===== config.mk =====
export PLATFORM = sky130hd
export DESIGN_NAME = hlpf_ctrl
export DESIGN_NICKNAME = d
export VERILOG_FILES = /design/src/rtl/core/hlpf_pkg.sv /design/src/rtl/core/hlpf_ctrl.sv
export SDC_FILE = /design/constraint.sdc
export NUM_CORES = 1
export LEC_CHECK = 0
export BUFFER_PORTS_ARGS = -buffer_cell sky130_fd_sc_hd__buf_2
export CAP_MARGIN = 10
export CELL_PAD_IN_SITES_DETAIL_PLACEMENT = 1
export CELL_PAD_IN_SITES_GLOBAL_PLACEMENT = 1
export CORE_AREA = 8 8 45 47
export DETAILED_ROUTE_END_ITERATION = 12
export DIE_AREA = 0 0 53 55
export PLACE_DENSITY_LB_ADDON = 0.15
export REMOVE_ABC_BUFFERS = 1
export SYNTH_ARGS = -nofsm -noshare
export SYNTH_HDL_FRONTEND = slang
export SYNTH_SLANG_ARGS = --single-unit

===== constraint.sdc =====
create_clock -name clk_i -period 1.5 [get_ports clk_i]
set_clock_uncertainty 0.05 [all_clocks]
set_input_delay 0.075 -clock clk_i [delete_from_list [all_inputs] [get_ports clk_i]]
set_output_delay 0.075 -clock clk_i [all_outputs]
set_load 0.01 [all_outputs]

===== src/rtl/core/hlpf_pkg.sv =====
package hlpf_pkg;

  localparam int unsigned ACC_W      = 32;
  localparam int unsigned PIX_W      = 16;
  localparam int unsigned DIM_W      = 9;
  localparam int unsigned MAX_DIM    = 256;
  localparam int unsigned ANGLES     = 180;
  localparam int unsigned ACC_ROWS   = 2 * MAX_DIM + 1;
  localparam int unsigned ACC_CELLS  = ACC_ROWS * ANGLES;
  localparam int unsigned ADDR_W     = $clog2(ACC_CELLS);
  localparam int unsigned ROW_W      = $clog2(ACC_ROWS);
  localparam int unsigned CFG_IDX_W  = 3;
  localparam int unsigned CFG_DATA_W = 16;
  localparam int unsigned SQ_W       = 18;

  localparam logic [CFG_IDX_W-1:0] CFG_THRESHOLD = 3'd0;
  localparam logic [CFG_IDX_W-1:0] CFG_BASE      = 3'd1;
  localparam logic [CFG_IDX_W-1:0] CFG_RANGE     = 3'd2;
  localparam logic [CFG_IDX_W-1:0] CFG_CROSS     = 3'd3;
  localparam logic [CFG_IDX_W-1:0] CFG_WIDTH     = 3'd4;
  localparam logic [CFG_IDX_W-1:0] CFG_HEIGHT    = 3'd5;

  localparam logic [14:0] SIN_TAB [91] = '{
    15'd0,     15'd286,   15'd572,   15'd857,   15'd1143,  15'd1428,  15'd1713,
    15'd1997,  15'd2280,  15'd2563,  15'd2845,  15'd3126,  15'd3406,  15'd3686,
    15'd3964,  15'd4240,  15'd4516,  15'd4790,  15'd5063,  15'd5334,  15'd5604,
    15'd5872,  15'd6138,  15'd6402,  15'd6664,  15'd6924,  15'd7182,  15'd7438,
    15'd7692,  15'd7943,  15'd8192,  15'd8438,  15'd8682,  15'd8923,  15'd9162,
    15'd9397,  15'd9630,  15'd9860,  15'd10087, 15'd10311, 15'd10531, 15'd10749,
    15'd10963, 15'd11174, 15'd11381, 15'd11585, 15'd11786, 15'd11982, 15'd12176,
    15'd12365, 15'd12551, 15'd12733, 15'd12911, 15'd13085, 15'd13255, 15'd13421,
    15'd13583, 15'd13741, 15'd13894, 15'd14044, 15'd14189, 15'd14330, 15'd14466,
    15'd14598, 15'd14726, 15'd14849, 15'd14968, 15'd15082, 15'd15191, 15'd15296,
    15'd15396, 15'd15491, 15'd15582, 15'd15668, 15'd15749, 15'd15826, 15'd15897,
    15'd15964, 15'd16026, 15'd16083, 15'd16135, 15'd16182, 15'd16225, 15'd16262,
    15'd16294, 15'd16322, 15'd16344, 15'd16362, 15'd16374, 15'd16382, 15'd16384
  };

  typedef struct packed {
    logic clear_start;
    logic sqrt_start;
    logic pix_accept;
    logic vote_start;
    logic search_start;
    logic fin_start;
    logic out_load;
  } cmd_t;

  typedef struct packed {
    logic dirty;
    logic sqrt_busy;
    logic sweep_busy;
    logic votes;
    logic last;
    logic fin_rdy;
    logic out_full;
  } sts_t;

  typedef struct packed {
    logic [ACC_W-1:0]  value;
    logic signed [18:0] y_q8;
    logic signed [18:0] x_q8;
    logic signed [8:0]  radius;
    logic [7:0]         angle;
  } result_t;

  function automatic logic signed [15:0] sin_q14(input logic [7:0] a);
    logic [7:0] k;
    k = (a <= 8'd90) ? a : 8'd180 - a;
    return $signed({1'b0, SIN_TAB[k[6:0]]});
  endfunction

  function automatic logic signed [15:0] cos_q14(input logic [7:0] a);
    logic [7:0] k;
    k = (a <= 8'd90) ? 8'd90 - a : a - 8'd90;
    return (a <= 8'd90) ? $signed({1'b0, SIN_TAB[k[6:0]]})
                        : -$signed({1'b0, SIN_TAB[k[6:0]]});
  endfunction

  function automatic logic [10:0] abs11(input logic signed [10:0] v);
    return v[10] ? 11'(-v) : 11'(v);
  endfunction

endpackage


===== src/rtl/core/hlpf_ctrl.sv =====
module hlpf_ctrl import hlpf_pkg::*; (
  input  logic clk_i,
  input  logic rst_ni,
  input  logic in_valid_i,
  output logic in_ready_o,
  input  sts_t sts_i,
  output cmd_t cmd_o
);

  localparam logic [2:0] ST_INIT   = 3'd0;
  localparam logic [2:0] ST_CLEAR  = 3'd1;
  localparam logic [2:0] ST_IDLE   = 3'd2;
  localparam logic [2:0] ST_SQRT   = 3'd3;
  localparam logic [2:0] ST_DECIDE = 3'd4;
  localparam logic [2:0] ST_VOTE   = 3'd5;
  localparam logic [2:0] ST_SEARCH = 3'd6;
  localparam logic [2:0] ST_FIN    = 3'd7;

  logic [2:0] state_q, state_d;

  always_comb begin
    state_d    = state_q;
    cmd_o      = '0;
    in_ready_o = 1'b0;
    unique case (state_q)
      ST_INIT: begin
        cmd_o.clear_start = 1'b1;
        state_d = ST_CLEAR;
      end
      ST_CLEAR: begin
        if (!sts_i.sweep_busy) state_d = ST_IDLE;
      end
      ST_IDLE: begin
        if (sts_i.dirty) begin
          cmd_o.sqrt_start = 1'b1;
          state_d = ST_SQRT;
        end else begin
          in_ready_o = 1'b1;
          if (in_valid_i) begin
            cmd_o.pix_accept = 1'b1;
            state_d = ST_DECIDE;
          end
        end
      end
      ST_SQRT: begin
        if (!sts_i.sqrt_busy) state_d = ST_IDLE;
      end
      ST_DECIDE: begin
        if (sts_i.votes) begin
          cmd_o.vote_start = 1'b1;
          state_d = ST_VOTE;
        end else if (sts_i.last) begin
          cmd_o.search_start = 1'b1;
          state_d = ST_SEARCH;
        end else begin
          state_d = ST_IDLE;
        end
      end
      ST_VOTE: begin
        if (!sts_i.sweep_busy) begin
          if (sts_i.last) begin
            cmd_o.search_start = 1'b1;
            state_d = ST_SEARCH;
          end else begin
            state_d = ST_IDLE;
          end
        end
      end
      ST_SEARCH: begin
        if (!sts_i.sweep_busy) begin
          cmd_o.fin_start = 1'b1;
          state_d = ST_FIN;
        end
      end
      ST_FIN: begin
        if (sts_i.fin_rdy && !sts_i.out_full) begin
          cmd_o.out_load = 1'b1;
          state_d = ST_IDLE;
        end
      end
      default: state_d = ST_INIT;
    endcase
  end

  always_ff @(posedge clk_i or negedge rst_ni) begin
    if (!rst_ni) state_q <= ST_INIT;
    else         state_q <= state_d;
  end

  // A pixel is only taken once the previous sweep has drained.
  a_accept_quiet: assert property (@(posedge clk_i) disable iff (!rst_ni)
    in_ready_o |-> !sts_i.sweep_busy && !sts_i.sqrt_busy)
    else $error("pixel taken while the datapath is busy");

  a_load_ready: assert property (@(posedge clk_i) disable iff (!rst_ni)
    cmd_o.out_load |-> sts_i.fin_rdy && !sts_i.out_full)
    else $error("result loaded before it was ready or over a pending one");

  a_one_sweep: assert property (@(posedge clk_i) disable iff (!rst_ni)
    $onehot0({cmd_o.vote_start, cmd_o.search_start, cmd_o.clear_start}))
    else $error("two sweeps started together");

  a_sweep_idle: assert property (@(posedge clk_i) disable iff (!rst_ni)
    (cmd_o.vote_start || cmd_o.search_start) |-> !sts_i.sweep_busy)
    else $error("sweep started over a running one");

endmodule


# == Word-level counts from Yosys, hierarchy flattened ==
# Cells that the tools add are included.
# op_classes
n_addsub,0
multipliers,0
div_mod_pow,0
order_cmp,0
n_eq_ne,13
n_shift,0
n_mux,27
n_bitwise,0
n_reduce_logical,4
# op_table
op,count
3-bit 2-to-1 mux,9
3-bit one-hot mux with 8 select lines,1
1-bit 2-to-1 mux,15
"3-bit == test, second input constant",4
"2-bit != test, second input constant",5
"3-bit by 2-bit == test with 1-bit output, second input constant",2
6-bit AND reduction,1
"3-bit by 1-bit == test with 1-bit output, second input constant",1
3-bit zero test,1
"3-bit != test, second input constant",1
2-bit 2-to-1 mux,1
1-bit one-hot mux with 2 select lines,1
1-bit logical AND,1
1-bit zero test,1
# word_totals
register_bits,3
latchBits,0
ramBits,0
mem_bits_ro,0
input_bits,10
word_cells,45
mem_count,0

# == Depth between registers and ports, before layout ==
# depth
ltp_word,4
mapped_depth,4
mapped_depth_nobuf,3

# == Worst setup path after synthesis ==
# OpenSTA, ideal clock, no wires.
# synth_path
kind,flip-flop to flip-flop
start,reg state_q[2]
end,reg state_q[0]
setup_ns,0.138
arrival_ns,1.151
required_time_ns,1.312
path_slack_ns,0.161
path_stages_with_launch,3
n_path_buf,0
cell_sequence,dfrtp_1 mux2_2 mux4_2
# synth_via
elab_chain_len,3
elab_cells_between_ends,16
cone_classes,13 x eq/ne; 1 x mux; 2 x reduce/logical
# synth_lines
element,line_no,rtl
"start, declared",hlpf_ctrl.sv:19,"logic [2:0] state_q, state_d;"
"start signal, assigned",hlpf_ctrl.sv:87,else state_q <= state_d;
3-bit by 2-bit == test with 1-bit output (tied with other cells),hlpf_ctrl.sv:25,unique case (state_q)
3-bit != test (no source line) / 2-bit != test (equally long branches),n/a,
6-bit AND reduction (no source line),n/a,
# Parallel ways exist; a longest one is shown, timed or not.
# A chain may end at the register's enable or synchronous reset.

# == Final worst setup path ==
# Same ends and word-level chain as after synthesis.

==> run summary <==
The highest clock rate is 0.707 GHz. The part of the Yosys area used for sequential elements came out at 21.4%. The number of rows created at floorplan came out at 14.

The maximum clock insertion buffer count came out at 2. The violation count after the first detailed-route iteration is 1. The flip-flop count of the largest register, all copies and words added is 3. The transition time at the pin with the least slew margin is 0.284 ns.

The largest net degree at the start of global routing came out at 12. The number of nets in the finished design came out at 74. The via count is 387.

The antenna violation net count after detailed routing came out at 0. Routability-driven placement finished with a final weighted congestion of 0.748. By count the netlist is led by sky130_fd_sc_hd__dfrtp_1, sky130_fd_sc_hd__nor2_1, sky130_fd_sc_hd__nor3_1. The post-route setup TNS is 0 ns.

In the routed design, unresolved DRC markers number 0. The number of ports placed on the die boundary is 18. The tightest min-delay check is of the in2async type. The normalized max-slew margin came out at 81.1%. The iteration count of the initial detailed-routing pass came out at 2. In the final layout, the registers with the most flip-flops are state_q x3.

The number of antenna diodes is 0. STA classifies the critical path startpoint as a flop. Compared with the post-synthesis result, the final layout area differs by 42.3%.

The number of antenna violations at the first check in global routing is 0. The worst slack after detailed placement came out at 0.0704 ns. The fraction of the cycle the final worst path needs came out at 94.3%. The area enclosed by the die boundary came out at 2920 sq um. The number of synthesized register bits is 3. The post-route minimum period came out at 1.41 ns. The overall die height came out at 55 um. The clock-pin transition on the worst setup and hold timing paths is 0.04 ns. The synthesized design spends more area on one cell type than any other, namely sky130_fd_sc_hd__dfrtp_1. The post-synthesis cell count is 41.

Across all hold checks on the routed design, the worst slack comes to 0.118 ns. The first-pass GRT wire length came out at 1.88 mm. For this block, the routed nets add up to 1.09 mm of wire.

The depth of the CTS H-tree is 1. The average vias per placed instance came out at 4.90. In the final routed layout, each cell accounts on average for 13.8 um.

The CTS tree is yes. The number of flops mapped to enable cells by yosys is 0. Input and output buffers added on the ports amount to 17. The number of max-slew violations in the final report came out at 0. The total clock sinks is 3. The critical path is of the reg2reg type.

The fraction of layout cells with a size suffix above 1 is 49.2%. The count of cell types in the netlist is 28. The floorplan core area came out at 1380 sq um.

At the later pin of the worst-skew pair, clock insertion delay measures 0.23 ns. The largest register by flop count is state_q. The element type at the critical path end is a flop. The maximum fanout count along the critical path came out at 11. In the synthesized netlist the dominant register cell turns out to be sky130_fd_sc_hd__dfrtp_1. The HPWL reported at the end of detailed placement came out at 880 um.

Sorting the synthesized cells by area gives the leading types as sky130_fd_sc_hd__dfrtp_1, sky130_fd_sc_hd__mux4_2, sky130_fd_sc_hd__and3b_2. The cell leakage power came out at 0.274 nW. Buffers added to address setup during post-CTS repair amount to 0. The data arrival time of the critical path is 1.47 ns.

The number of cells on the worst reg-to-reg path is 4. The ratio of total power to cell area is 1610 nW/um^2. Setup repair after global routing left no endpoint under its margin. After synthesis the cells add up to 352 sq um. The flow ran to the end, and the final reports show no timing, DRC or antenna violations. The die extent in x came out at 53 um. The worst-case IR drop observed on VDD is 482 uV. The max-capacitance violation count came out at 0.

STA puts the critical path data required time at 1.55 ns. The worst setup margin is 0.0858 ns. The share of synthesized registers carrying an async set or reset came out at 100%. Setup violations remaining at the end of the flow were counted as 0. Counting the buffers created by CTS gives 3.

CTS placed an instance of sky130_fd_sc_hd__clkbuf_4 at the clock tree root. The initial cell density of the core is 25.4%. The via count of the first global-routing pass is 452. Averaged over all synthesized cells, the footprint is 8.58 sq um.

The overall overflow remaining after global route is 0. The global-route usage over all layers came out at 8.75%. The number of hold violations in the final report is 0.

The portion of synthesized cell area occupied by the leading cell type came out at 21.4%. During synthesis, Yosys emitted a total of 0 warnings.
## worst paths after layout
path                                         from                      to  slack (ns)
hold reg to reg            state_q[0]$_DFFE_PN0P_  state_q[1]$_DFFE_PN0P_        0.60
hold / removal                             rst_ni  state_q[2]$_DFFE_PN0P_        0.12
setup / recovery           state_q[2]$_DFFE_PN0P_  state_q[0]$_DFFE_PN0P_        0.09
min in group clk_i                       sts_i[1]  state_q[2]$_DFFE_PN0P_        0.23
setup reg to reg           state_q[2]$_DFFE_PN0P_  state_q[0]$_DFFE_PN0P_        0.09
max in group asynchronous                  rst_ni  state_q[1]$_DFFE_PN0P_        1.17
## worst max-delay path, cell delays in order (launching register included)
cell	delay [ns]
sky130_fd_sc_hd__dfrtp_1	0.42
sky130_fd_sc_hd__buf_4	0.19
sky130_fd_sc_hd__nor2_2	0.12
sky130_fd_sc_hd__a21oi_1	0.04
sky130_fd_sc_hd__mux4_2	0.46
## cells in the final DEF (no fill, tap or decap), types with 2 or more instances in the layout
| master | Yosys | layout |
|---|---|---|
| sky130_fd_sc_hd__a21oi_1 | 2 | 2 |
| sky130_fd_sc_hd__and3b_2 | 2 | 2 |
| sky130_fd_sc_hd__buf_2 | 2 | 17 |
| sky130_fd_sc_hd__nor3_1 | 3 | 3 |
| sky130_fd_sc_hd__nor2b_1 | 2 | 2 |
| sky130_fd_sc_hd__nor3b_1 | 2 | 2 |
| sky130_fd_sc_hd__a211oi_1 | 2 | 2 |
| sky130_fd_sc_hd__dfrtp_1 | 3 | 3 |
| sky130_fd_sc_hd__mux2i_1 | 2 | 2 |
| sky130_fd_sc_hd__clkbuf_4 | 0 | 3 |
| sky130_fd_sc_hd__buf_4 | 1 | 3 |
| sky130_fd_sc_hd__nor2_1 | 3 | 2 |
## stage by stage
| stage | instances | power (mW) | instance area [sq um] | util, % |
|---|---|---|---|---|
| 2_1_floorplan | 38 | 0.478 | 334 | - |
| 3_3_place_gp | 74 | 0.667 | 462 | 33.4 |
| 3_5_place_dp | 74 | 0.668 | 462 | 33.4 |
| 4_1_cts | 79 | 0.823 | 498 | 36.0 |
| 5_1_grt | 79 | 0.885 | 500 | 36.2 |
| 6_report | 79 | 0.808 | 500 | 36.2 |
## timing repair
action	in CTS	in global routing
setup endpoints to repair	0	2
gates resized for setup	0	2
hold buffers	1	0
hold endpoints to repair	3	0
## cell families (layout without fill, tap and decap cells)
| logic type | Yosys count | in the layout | synth area share, % |
|---|---|---|---|
| flip-flops | 3 | 3 | 21.4 |
| AO/OA/AOI/OAI | 7 | 7 | 14.6 |
| multiplexers | 4 | 4 | 15.3 |
| buffers and inverters | 5 | 27 | 7.12 |
| AND/OR/NAND/NOR | 22 | 22 | 41.6 |
## report_power, final
part           switching, mW  leakage [nW]  internal, mW  total, mW
logic                  0.229         0.227         0.248      0.478
clock network         0.0428        0.0150        0.0998      0.143
registers             0.0680        0.0318         0.119      0.187
total                  0.340         0.274         0.468      0.808
## cell type report
type,instances,area (sq um)
fill,182,883
multi-input combinational,33,254
timing repair buffer,21,118
sequential,3,75.1
clock buffer,4,26.3
tap,16,20.0
inverter,2,7.51
## per-layer routing
layer / track usage [%] / wire length [um] / vias to the layer above
met1: 9.60 / 497 / 182
li1: - / - / 195
met5: 0 / 0 / -
met4: 7.76 / 0 / 0
met3: 1.87 / 47 / 0
met2: 14.1 / 549 / 10
(Power assumes the default switching activity.)
